## src/rtl/fts_pkg.sv

```systemverilog
`timescale 1ns / 1ps

package fts_pkg;

    // Parse position within the file
    typedef enum logic [1:0] {
        PH_HEADER  = 2'd0,
        PH_PREV    = 2'd1,
        PH_TAG     = 2'd2,
        PH_PAYLOAD = 2'd3
    } phase_t;

    // What the beat completed
    typedef enum logic [2:0] {
        KIND_CONSUMED = 3'd0,
        KIND_HEADER   = 3'd1,
        KIND_PREV     = 3'd2,
        KIND_TAG      = 3'd3,
        KIND_PAYLOAD  = 3'd4
    } kind_t;

    // Last byte index of each fixed-length section
    localparam logic [3:0] HEADER_LAST_IDX = 4'd8;
    localparam logic [3:0] PREV_LAST_IDX   = 4'd3;
    localparam logic [3:0] TAG_LAST_IDX    = 4'd10;

    localparam int DATA_W = 200;

    typedef struct packed {
        kind_t        kind;
        logic         payload_last;
        logic [7:0]   payload_byte;
        logic [23:0]  stream_id;
        logic [31:0]  timestamp;
        logic [23:0]  data_size;
        logic [7:0]   tag_type;
        logic [31:0]  prev_tag_size;
        logic [31:0]  header_length;
        logic [7:0]   flags;
        logic [7:0]   version;
        logic [23:0]  signature;
    } result_t;

endpackage

```

## src/rtl/flv_tag_stream_parser.sv

```systemverilog
`timescale 1ns / 1ps

// FLV tag stream parser.
// Input: one file byte per beat on s_axis (tdata[7:0]), starting at the first
// byte of the 9-byte file header. Output: exactly one beat per input beat on
// m_axis. tuser carries the kind (consumed, header done, previous size done,
// tag header done, payload byte); tdata carries the decoded fields, all zero
// except those the kind reports; tlast marks the final payload byte of a tag.
// The byte is decoded by combinational logic from the parse state and lands
// in the output register on the accepting edge. Throughput is one byte per
// cycle while m_axis_tready is high, set by the single output register: a
// new byte is taken whenever the output register is empty or being drained.
// When the receiver stalls (m_axis_tready low) the result holds in the output
// register and s_axis_tready drops until it is taken; no beat is lost.
// Reset (rst_n low, asynchronous) returns the parser to the start of the file
// header, clears all held fields and empties the output register.
// There is no end-of-file handling; the parser waits for more bytes.
module flv_tag_stream_parser
(
    input  logic                     clk,
    input  logic                     rst_n,
    input  logic                     s_axis_tvalid,
    output logic                     s_axis_tready,
    input  logic [7:0]               s_axis_tdata,   // data_byte[7:0]
    output logic                     m_axis_tvalid,
    input  logic                     m_axis_tready,
    // signature[23:0], version[31:24], flags[39:32], header_length[71:40],
    // prev_tag_size[103:72], tag_type[111:104], data_size[135:112],
    // timestamp[167:136], stream_id[191:168], payload_byte[199:192]
    output logic [fts_pkg::DATA_W-1:0] m_axis_tdata,
    output logic [2:0]               m_axis_tuser,   // kind[2:0]
    output logic                     m_axis_tlast    // payload_last
);
    import fts_pkg::*;

    phase_t       phase_reg, phase_next;
    logic [3:0]   index_reg, index_next;
    logic [23:0]  shift_reg, shift_next;
    logic [23:0]  sig_reg, sig_next;
    logic [7:0]   version_reg, version_next;
    logic [7:0]   flags_reg, flags_next;
    logic [7:0]   tag_type_reg, tag_type_next;
    logic [23:0]  data_size_reg, data_size_next;
    logic [23:0]  ts_reg, ts_next;
    logic [7:0]   ts_ext_reg, ts_ext_next;
    logic [23:0]  remaining_reg, remaining_next;
    logic         out_valid_reg, out_valid_next;
    result_t      out_reg, out_next;

    logic         in_fire;
    logic         shift_clear;
    logic [31:0]  shift_new;
    logic [23:0]  remaining_dec;

    assign s_axis_tready = !out_valid_reg || m_axis_tready;
    assign in_fire       = s_axis_tvalid && s_axis_tready;

    // Find field starts where the shift register restarts
    always_comb
    begin
        shift_clear = 1'b0;
        case (phase_reg)
            PH_HEADER:  shift_clear = (index_reg inside {4'd0, 4'd5});
            PH_PREV:    shift_clear = (index_reg == 4'd0);
            PH_TAG:     shift_clear = (index_reg inside {4'd1, 4'd4, 4'd8});
            default:    shift_clear = 1'b0;
        endcase
    end

    // Shift the byte in big-endian
    assign shift_new     = {(shift_clear ? 24'd0 : shift_reg), s_axis_tdata};
    assign remaining_dec = (remaining_reg != 24'd0) ? remaining_reg - 24'd1 : 24'd0;

    // Next parse state
    always_comb
    begin
        phase_next     = phase_reg;
        index_next     = index_reg;
        shift_next     = shift_reg;
        sig_next       = sig_reg;
        version_next   = version_reg;
        flags_next     = flags_reg;
        tag_type_next  = tag_type_reg;
        data_size_next = data_size_reg;
        ts_next        = ts_reg;
        ts_ext_next    = ts_ext_reg;
        remaining_next = remaining_reg;
        if (in_fire)
        begin
            case (phase_reg)
                PH_HEADER:
                begin
                    shift_next = shift_new[23:0];
                    case (index_reg)
                        4'd2:    sig_next     = shift_new[23:0];
                        4'd3:    version_next = s_axis_tdata;
                        4'd4:    flags_next   = s_axis_tdata;
                        default: ;
                    endcase
                    if (index_reg >= HEADER_LAST_IDX)
                    begin
                        phase_next = PH_PREV;
                        index_next = 4'd0;
                        shift_next = 24'd0;
                    end
                    else
                    begin
                        index_next = index_reg + 4'd1;
                    end
                end
                PH_PREV:
                begin
                    shift_next = shift_new[23:0];
                    if (index_reg >= PREV_LAST_IDX)
                    begin
                        phase_next = PH_TAG;
                        index_next = 4'd0;
                        shift_next = 24'd0;
                    end
                    else
                    begin
                        index_next = index_reg + 4'd1;
                    end
                end
                PH_TAG:
                begin
                    shift_next = shift_new[23:0];
                    case (index_reg)
                        4'd0:    tag_type_next  = s_axis_tdata;
                        4'd3:    data_size_next = shift_new[23:0];
                        4'd6:    ts_next        = shift_new[23:0];
                        4'd7:    ts_ext_next    = s_axis_tdata;
                        default: ;
                    endcase
                    if (index_reg >= TAG_LAST_IDX)
                    begin
                        remaining_next = data_size_reg;
                        phase_next     = (data_size_reg != 24'd0) ? PH_PAYLOAD : PH_PREV;
                        index_next     = 4'd0;
                        shift_next     = 24'd0;
                    end
                    else
                    begin
                        index_next = index_reg + 4'd1;
                    end
                end
                default:
                begin
                    remaining_next = remaining_dec;
                    if (remaining_dec == 24'd0)
                    begin
                        phase_next = PH_PREV;
                        index_next = 4'd0;
                        shift_next = 24'd0;
                    end
                end
            endcase
        end
    end

    // Build the result for the current byte
    always_comb
    begin
        out_next      = '0;
        out_next.kind = KIND_CONSUMED;
        case (phase_reg)
            PH_HEADER:
            begin
                if (index_reg >= HEADER_LAST_IDX)
                begin
                    out_next.kind          = KIND_HEADER;
                    out_next.signature     = sig_reg;
                    out_next.version       = version_reg;
                    out_next.flags         = flags_reg;
                    out_next.header_length = shift_new;
                end
            end
            PH_PREV:
            begin
                if (index_reg >= PREV_LAST_IDX)
                begin
                    out_next.kind          = KIND_PREV;
                    out_next.prev_tag_size = shift_new;
                end
            end
            PH_TAG:
            begin
                if (index_reg >= TAG_LAST_IDX)
                begin
                    out_next.kind      = KIND_TAG;
                    out_next.tag_type  = tag_type_reg;
                    out_next.data_size = data_size_reg;
                    out_next.timestamp = {ts_ext_reg, ts_reg};
                    out_next.stream_id = shift_new[23:0];
                end
            end
            default:
            begin
                out_next.kind         = KIND_PAYLOAD;
                out_next.payload_byte = s_axis_tdata;
                out_next.payload_last = (remaining_dec == 24'd0);
            end
        endcase
    end

    // Output register fills on accept, empties when taken
    always_comb
    begin
        out_valid_next = out_valid_reg;
        if (in_fire)
            out_valid_next = 1'b1;
        else if (m_axis_tready)
            out_valid_next = 1'b0;
    end

    // Control and parse state
    always_ff @(posedge clk or negedge rst_n)
    begin
        if (!rst_n)
        begin
            phase_reg     <= PH_HEADER;
            index_reg     <= 4'd0;
            shift_reg     <= 24'd0;
            sig_reg       <= 24'd0;
            version_reg   <= 8'd0;
            flags_reg     <= 8'd0;
            tag_type_reg  <= 8'd0;
            data_size_reg <= 24'd0;
            ts_reg        <= 24'd0;
            ts_ext_reg    <= 8'd0;
            remaining_reg <= 24'd0;
            out_valid_reg <= 1'b0;
        end
        else
        begin
            phase_reg     <= phase_next;
            index_reg     <= index_next;
            shift_reg     <= shift_next;
            sig_reg       <= sig_next;
            version_reg   <= version_next;
            flags_reg     <= flags_next;
            tag_type_reg  <= tag_type_next;
            data_size_reg <= data_size_next;
            ts_reg        <= ts_next;
            ts_ext_reg    <= ts_ext_next;
            remaining_reg <= remaining_next;
            out_valid_reg <= out_valid_next;
        end
    end

    // Result payload, loaded on accept
    always_ff @(posedge clk)
    begin
        if (in_fire)
            out_reg <= out_next;
    end

    assign m_axis_tvalid = out_valid_reg;
    assign m_axis_tuser  = out_reg.kind;
    assign m_axis_tlast  = out_reg.payload_last;
    assign m_axis_tdata  = {out_reg.payload_byte, out_reg.stream_id, out_reg.timestamp,
                            out_reg.data_size, out_reg.tag_type, out_reg.prev_tag_size,
                            out_reg.header_length, out_reg.flags, out_reg.version,
                            out_reg.signature};

endmodule
```

## config.mk

```make
export PLATFORM = sky130hd
export DESIGN_NAME = flv_tag_stream_parser
export DESIGN_NICKNAME = d
export VERILOG_FILES = /design/src/rtl/fts_pkg.sv /design/src/rtl/flv_tag_stream_parser.sv
export SDC_FILE = /design/constraint.sdc
export NUM_CORES = 1
export LEC_CHECK = 0
export ABC_AREA = 0
export BUFFER_PORTS_ARGS = -buffer_cell sky130_fd_sc_hd__buf_4
export CAP_MARGIN = 20
export CORE_ASPECT_RATIO = 0.5
export CORE_MARGIN = 1
export CORE_UTILIZATION = 61
export CTS_CLUSTER_DIAMETER = 200
export DETAILED_ROUTE_END_ITERATION = 7
export MAX_ROUTING_LAYER = met4
export PLACE_DENSITY = 0.85
export SLEW_MARGIN = 20
export SYNTH_ARGS = -nofsm -noshare
export SYNTH_HDL_FRONTEND = slang
export SYNTH_SLANG_ARGS = --single-unit
```

## constraint.sdc

```tcl
create_clock -name clk -period 14.6 [get_ports clk]
set_clock_uncertainty 0.2 [all_clocks]
set_input_delay 1.46 -clock clk [delete_from_list [all_inputs] [get_ports clk]]
set_output_delay 1.46 -clock clk [all_outputs]
set_load 0.005 [all_outputs]
```

After elaboration in Yosys (flattened, before gate mapping)
Cells that the tools add are included.
{ "word_totals": {"latch_bits": 0, "wordCells": 97, "output_inout_bits": 206, "input_bits": 12, "rom_bits": 0, "n_memories": 0, "ramBits": 0, "reg_bits": 363} }
{ "classes": {"bitwise_logic": 1, "n_mux": 27, "eq_ne": 13, "add_sub_neg": 2, "reduce_logical": 27, "n_div": 0, "order_cmp": 3, "n_mul": 0, "n_shift": 0} }
{ "op_table": {"columns": ["operator", "count"], "rows": [
  ["2-to-1 mux 24 bit", 7],
  ["one-hot mux 24 bit (3 select lines)", 1],
  ["one-hot mux 24 bit (2 select lines)", 1],
  ["nonzero test 24 bit", 2],
  ["logical NOT 24 bit", 1],
  ["AND reduction 3 bit", 8],
  ["subtractor 24 x 1 -> 24 bit (second input constant)", 1],
  ["equality test 4 x 3 -> 1 bit (second input constant)", 4],
  ["2-to-1 mux 4 bit", 4],
  ["2-to-1 mux 2 bit", 7],
  ["one-hot mux 4 bit (3 select lines)", 1],
  ["one-hot mux 3 bit (3 select lines)", 1],
  ["equality test 4 x 2 -> 1 bit (second input constant)", 2],
  [">= comparator 4 bit (second input constant)", 2],
  ["AND reduction 2 bit", 4],
  ["inequality test 2 bit (second input constant)", 3],
  ["one-hot mux 2 bit (3 select lines)", 1],
  ["AND reduction 5 bit", 1],
  ["adder 4 x 1 -> 4 bit (second input constant)", 1],
  ["equality test 4 x 1 -> 1 bit (second input constant)", 1],
  ["equality test 4 bit (second input constant)", 1],
  [">= comparator 4 x 2 -> 1 bit (second input constant)", 1],
  ["logical NOT 4 bit", 1],
  ["nonzero test 2 bit", 2],
  ["13 further kinds", 15]
]} }

Logic depth before layout (Yosys ltp)
Gate-level depths: netlist of run 1.
{ "logic_depth": {"depth_word": 6, "ltp_mapped": 13, "depth_no_buf": 10} }

Least setup slack after synthesis of run 1
Ideal clock, no wire load.
{ "synth_timing": {"path_type": "input port to flip-flop", "start": "in m_axis_tready", "end": "reg remaining_reg[12]", "setup_ns": 0.083, "path_stages": 8, "setup_slack_ns": 7.229, "path_buffers": 1, "t_arrival_ns": 7.088, "required_time_ns": 14.317, "cell_sequence": "nand2b_1 nand2_1 inv_1 nand3_1 clkbuf_1 nor2_1 a22oi_1 o21ai_0"} }
{ "synth_via": {"elab_chain_len": 3} }
{ "synth_rtl": {"columns": ["item", "line_no", "text"], "rows": [
  ["from (decl)", "flv_tag_stream_parser.sv:26", "input logic m_axis_tready,"],
  ["logical OR 1 bit", "flv_tag_stream_parser.sv:55", "assign s_axis_tready = !out_valid_reg || m_axis_tready;"],
  ["logical AND 1 bit", "flv_tag_stream_parser.sv:56", "assign in_fire = s_axis_tvalid && s_axis_tready;"],
  ["named net in_fire", "flv_tag_stream_parser.sv:50", "logic in_fire;"],
  ["AND reduction 3 bit (no source line)", null, null],
  ["to (signal assigned)", "flv_tag_stream_parser.sv:246", "remaining_reg <= remaining_next;"],
  ["to (decl)", "flv_tag_stream_parser.sv:46", "logic [23:0] remaining_reg, remaining_next;"]
]} }
The timed path passes the listed nets, and every way through them passes these cells.
A chain may end at the register's enable or synchronous reset.

Worst setup path in the final report of run 1
{ "layout_timing": {"start": "reg phase_reg[0]", "end": "reg out_reg (netlist bit m_axis_tdata[59]) (data pin)"} }
{ "layout_via": {"elab_chain_len": 3, "elab_cells_between_ends": 6, "cone_classes": "eq/ne (2); mux (2); reduce/logical (2)"} }
{ "layout_rtl": {"columns": ["item", "line_no", "text"], "rows": [
  ["from (decl)", "flv_tag_stream_parser.sv:36", "phase_t phase_reg, phase_next;"],
  ["from (signal assigned)", "flv_tag_stream_parser.sv:236", "phase_reg <= phase_next;"],
  ["equality test 2 bit (tied with other cells)", "flv_tag_stream_parser.sv:62", "case (phase_reg)"],
  ["one-hot mux 1 bit (3 select lines)", "flv_tag_stream_parser.sv:62", null],
  ["2-to-1 mux 24 bit", "flv_tag_stream_parser.sv:71", "assign shift_new = {(shift_clear ? 24'd0 : shift_reg), s_axis_tdata};"],
  ["to (signal assigned)", "flv_tag_stream_parser.sv:255", "out_reg <= out_next;"],
  ["to (decl)", "flv_tag_stream_parser.sv:48", "result_t out_reg, out_next;"]
]} }
Parallel ways exist; a longest one is shown, timed or not.

==> metrics, run 1 <==
Synth Register Bits 363; most used flip-flop cell after synthesis edfxtp_1; Routed WL per cell 22.1 um; max FFs per register 200; RSZ-0062 raised after global routing false; data arrival time of the worst path 4160 ps; max_cap viols 0; layout cell share with drive strength beyond 1 25.5%; H-tree depth 1; fin crit period 3910 ps; Overall Power 2.11 mW; sequential share of the synthesized area 67.3%; input/output buffers 217; EDFF count, synth 204; Required @ worst endpoint 14840 ps; final WL 38200 um; Worst-path clk slew 70 ps; Antenna Nets Post-Route 0; Synth Cell Area 0.0150 sq mm; Crit path top cell by count o21ai_0; P per Cell Area 119 mW/mm^2; DRC viols 0; cell depth of the worst setup path 9; Area Growth Syn to Fin 18.2%; Clk Latency, worst-skew pair 580 ps; final-layout fill cell count 1477; Final Max Slew Viols 0; Setup-failing EPs final 0; CP max FO 58; HP Class flip-flop to flip-flop; WS Path Type flip-flop to flip-flop; final worst-path cycle share 26.8%; Crit path largest cell delay 820 ps; Clock Tree Buf Depth 3; Die X 224 um; initial antenna violation count 0; commonest non-fill, non-tap cell in the layout buf_4; Setup Buffers After CTS 0; worst vdd ir 87.8 uV; Placer Congestion 0.912; Cells after Synth 1190; total CTS buffers 30; Worst Hold Depth 2; total iterations of the first detailed-routing run 5; Leak 7.87 nW; GRT Overall Usage 31.6%; via count 10300; CP delay by family, top simple AND/OR/NAND/NOR gates; CP Capture Type flip-flop; final hold vios 0; Worst-Margin Slew 1130 ps; effective utilization at floorplan 62.4%; first-pass GRT wire length 58900 um; Vias/cell 5.95; Buf/Inv on CP 2; antenna diode count 0; most frequent cells in the layout buf_4 (228), edfxtp_1 (204), dfrtp_1 (159), and2_1 (112), o21ai_0 (109); PostCTS Resize Cnt 0; TritonCTS clock tree built; CTS Sinks 363; total I/O pin count 218; Distinct cells, synth 58; largest net degree at the start of global routing 133; die area 0.0253 sq mm; syn_area_per_cell 12.6 sq um; die outline height 113 um; hold_buf cts 0; GR Overflow Total 0; syn nets 1212; Fmax 255 MHz; DR iter-0 viols 956; R2R cell count 9; Slowest-stage cell, CP and3_1; core area 0.0241 sq mm; Nets 1388; root buffer cell clkbuf_16; slew margin rel. 24.3%; HPWL after detailed placement 24900 um; critical path, cell by cell inv_1, ha_1, buf_4, o21ai_0, o21ai_0, a32oi_1, or2_2, and3_1, and2_1; Syn. warnings 0; status finished clean; Core Rows 40; setup TNS 0 ps; vias in the first global route 10300; Critical Path Start Type flip-flop; async set or reset register ratio after synthesis 43.8%
## power breakdown
| part | switching (mW) | internal [mW] |
|---|---|---|
| clock | 0.375 | 0.398 |
| combinational | 0.0995 | 0.0657 |
| sequential | 0.0443 | 1.13 |
| total | 0.519 | 1.59 |
## worst min-delay path, stage by stage (launching register included)
cell,delay [ps]
dfrtp_1,330
nand2_1,40
o21ai_0,70
## synthesized netlist by cell type (2+ instances only)
library cell	number	area, sq um
nand2b_1	4	25.0
o21ai_0	109	546
or4_4	2	22.5
nor2_1	39	146
o21a_1	3	22.5
a22oi_1	11	82.6
buf_2	6	30.0
and3b_1	2	17.5
clkbuf_1	64	240
a31oi_1	6	37.5
dfrtp_1	159	3980
or2_2	5	31.3
a21oi_1	25	125
nor4_1	16	100
mux2i_1	2	20.0
nor4b_1	3	26.3
a211oi_1	2	15.0
o21ai_2	10	87.6
xor2_1	2	17.5
nand4_2	2	25.0
nor3_2	2	20.0
or4_1	2	15.0
o21ai_1	3	15.0
xnor2_1	2	17.5
nand4b_1	2	17.5
o22ai_1	2	12.5
nand2_1	106	398
inv_1	39	146
and3_1	92	576
nor3_1	17	85.1
buf_6	2	22.5
a32oi_1	6	52.6
o31ai_1	4	30.0
nor3b_1	3	22.5
ha_1	10	125
edfxtp_1	204	6130
nand4_1	8	50.1
and4_1	7	61.3
and2_1	112	701
buf_1	12	45.0
nand3_1	6	30.0
nand3b_1	3	22.5
mux2_2	57	642
nor2b_1	3	18.8
## kinds of logic (layout without fill, tap and decap cells)
group | Yosys count | count (layout) | share of synthesized area, %
DFF | 363 | 363 | 67.3
buffers and inverters | 124 | 324 | 3.36
and+or+nand+nor | 443 | 443 | 16.6
xor gates and xnor gates | 4 | 4 | 0.233
muxes | 59 | 59 | 4.41
AOI/OAI and AO/OA | 187 | 187 | 7.32
adders and majority gates | 10 | 10 | 0.833
## layer usage
layer	share of wire, %	vias up	track usage, %
met5	0	-	-
met4	2.0	0	7.35
met3	6.4	63	5.56
met2	49	392	49.9
met1	42	5238	43.4
li1	-	4585	-
## per-stage QoR
| step | hold slack, ps | setup slack (ps) | util, % | cells | instance area, sq um |
|---|---|---|---|---|---|
| finish | 287 | 10690 | 73.7 | 1726 | 17700 |
| detailed placement | 267 | 10430 | 69.9 | 1670 | 16800 |
| global route | 311 | 10380 | 73.7 | 1726 | 17700 |
| CTS | 288 | 10720 | 73.7 | 1726 | 17700 |
| floorplan | 242 | 7230 | - | 1190 | 15000 |
| global placement | 253 | 10630 | 69.9 | 1670 | 16800 |
## area by class of cell
cell class / count / area [sq um] / area share [%]
flip-flops and latches: 363 / 10100 / 56.9
multi-input cells: 703 / 4430 / 24.9
repair buffers: 229 / 1720 / 9.71
clock buffers: 37 / 777 / 4.38
well taps: 336 / 420 / 2.37
inverters: 39 / 154 / 0.867
clock inverters: 19 / 139 / 0.783
## worst paths after layout
check | to | start | slack [ps]
max reg2reg | m_axis_tdata[59] | phase_reg[0] | 10690
max in group asynchronous | sig_reg[17] | rst_n | 12030
min reg2reg | ts_reg[23] | ts_reg[23] | 290
min | ts_reg[23] | ts_reg[23] | 290
max | m_axis_tdata[59] | phase_reg[0] | 10690
min in group asynchronous | remaining_reg[11] | rst_n | 760
Note: power is estimated with default switching activity, not from simulation.
==> run 2, diff against run 1 <==
--- a/config.mk
+++ b/config.mk
@@ -10,11 +10,11 @@
 export CAP_MARGIN = 20
 export CORE_ASPECT_RATIO = 0.5
 export CORE_MARGIN = 1
-export CORE_UTILIZATION = 61
+export CORE_UTILIZATION = 57
 export CTS_CLUSTER_DIAMETER = 200
 export DETAILED_ROUTE_END_ITERATION = 7
 export MAX_ROUTING_LAYER = met4
-export PLACE_DENSITY = 0.85
+export PLACE_DENSITY = 0.81
 export SLEW_MARGIN = 20
 export SYNTH_ARGS = -nofsm -noshare
 export SYNTH_HDL_FRONTEND = slang
==> constraint.sdc (replaced) <==
create_clock -name clk -period 4 [get_ports clk]
set_clock_uncertainty 0.2 [all_clocks]
set_input_delay 0.4 -clock clk [delete_from_list [all_inputs] [get_ports clk]]
set_output_delay 0.4 -clock clk [all_outputs]
set_load 0.005 [all_outputs]
==> metrics, run 2 (synthesized netlist as in run 1, its figures left out) <==
status finished clean; Place WS 698 ps (-9730 ps); Worst-path clk slew 80 ps (about the same); Clock Tree Buf Depth 3 (unchanged); Worst-Margin Slew 1110 ps (-25.9 ps); input/output buffers 217 (unchanged); TritonCTS clock tree built; GR Overflow Total 0 (unchanged); Routed WL per cell 21.6 um (-2.5%); most frequent cells in the layout buf_4 (235), edfxtp_1 (204), dfrtp_1 (159), and2_1 (112), nand2_1 (105); Fmax 297 MHz (+16%); core area 0.0255 sq mm (+6.1%); DRC viols 0 (unchanged); effective utilization at floorplan 58.8% (-3.6 points); final WL 37800 um (-0.90%); vias in the first global route 9756 (-4.9%); Required @ worst endpoint 4300 ps (-10540 ps); die outline height 117 um (+3.4%); crit path from remaining_reg[0]; worst hold margin 248 ps (-38.5 ps); worst vdd ir 342 uV (+290%); root buffer cell clkbuf_16; initial antenna violation count 0 (unchanged); Die X 232 um (+3.4%); total I/O pin count 218 (unchanged); H-tree depth 1 (unchanged); RR Startpoint remaining_reg[0]; Final Max Slew Viols 0 (unchanged); RSZ-0062 raised after global routing false; slew margin rel. 26.0% (+1.7 points); die area 0.0270 sq mm (+6.9%); setup ws final 635 ps (-10050 ps); P per Cell Area 431 mW/mm^2 (+260%); Vias/cell 5.88 (-1.3%); Core Rows 41 (+2.5%); commonest non-fill, non-tap cell in the layout buf_4; Setup-failing EPs final 0 (unchanged); CP Capture Type flip-flop; via count 10300 (+0.30%); largest net degree at the start of global routing 175 (+32%); total CTS buffers 30 (unchanged); data arrival time of the worst path 3660 ps (-500 ps); Critical Path Start Type flip-flop; Slowest-stage cell, CP dfrtp_1; PostCTS Resize Cnt 0 (unchanged); first-pass GRT wire length 57000 um (-3.2%); final hold vios 0 (unchanged); Area Growth Syn to Fin 20.5%; max FFs per register 200 (unchanged); CP max FO 8 (-86%); max_cap viols 0 (unchanged); Leak 8.07 nW (+2.5%); fin crit period 3370 ps (-549 ps); GRT Overall Usage 28.6% (-3.0 points); Clk Latency, worst-skew pair 580 ps (about the same); Overall Power 7.80 mW (+270%); Nets 1409 (+1.5%); HP Class input pin to asynchronous set/reset pin; Placer Congestion 0.920 (+0.90%); final worst-path cycle share 84.1% (+57 points); total iterations of the first detailed-routing run 5 (unchanged); antenna diode count 0 (unchanged); post-layout util 70.8% (-2.9 points); Antenna Nets Post-Route 0 (unchanged); CTS Sinks 363 (unchanged); Crit path largest cell delay 460 ps (-360 ps); HPWL after detailed placement 24500 um (-1.8%); layout cell share with drive strength beyond 1 26.6% (+1.1 points); DR iter-0 viols 1120 (+17%); Buf/Inv on CP 1 (-1); WS Path Type flip-flop to flip-flop; CP delay by family, top simple AND/OR/NAND/NOR gates; critical path, cell by cell inv_1, ha_1, or3b_1, nor3_2, and4_1, and3b_1, o21ai_1, and3_1, and2b_4, mux2i_1
run 2: cell count changes in the layout (fill, tap and decap cells not counted), sizes merged:
cell	change
dlygate4sd3	+11
bufinv	-1
clkinvlp	-1
buf	+10
clkbuf	+2
inv	-1
run 2: report_power, final:
group,internal (mW),switching (mW),total [mW]
combinational,0.261,0.377,0.638
sequential,4.12,0.161,4.29
clock,1.50,1.37,2.87
total,5.89,1.91,7.80
run 2: cell type report:
class,count,area [sq um]
Tap cell,344,430
Fill cell,1730,7450
Sequential cell,363,10100
Clock inverter,16,109
Clock buffer,39,846
Timing Repair Buffer,250,1950
Inverter,39,150
Multi-Input combinational cell,703,4510
run 2: layer usage:
layer	global-route usage [%]	wire length [um]	vias to the layer above
li1	-	-	4619
met2	43.5	17900	413
met3	4.31	2500	80
met5	-	0	-
met4	8.68	1000	0
met1	40.4	16400	5197
run 2: what timing repair did:
item,4_1_cts,5_1_grt
endpoints found under the hold margin,105,0
buffers inserted,0,0
hold buffers,11,0
run 2: per-stage QoR:
stage          instance area, sq um  cells  setup TNS, ps
6_report                      18100   1754              0
5_1_grt                       18100   1754              0
4_1_cts                       18100   1754              0
3_5_place_dp                  17000   1688              0
3_3_place_gp                  17000   1688              0
2_1_floorplan                 15200   1190        -119240
run 2: path summary, 6_finish.rpt:
kind	end	slack, ps	cells past startpoint
hold / removal	remaining_reg[10]	250	2
setup reg to reg	phase_reg[1]	630	10
min in group clk	ts_reg[12]	270	2
setup / recovery	phase_reg[1]	630	10
max in group asynchronous	ts_ext_reg[7]	2440	3
hold reg to reg	ts_reg[12]	270	2
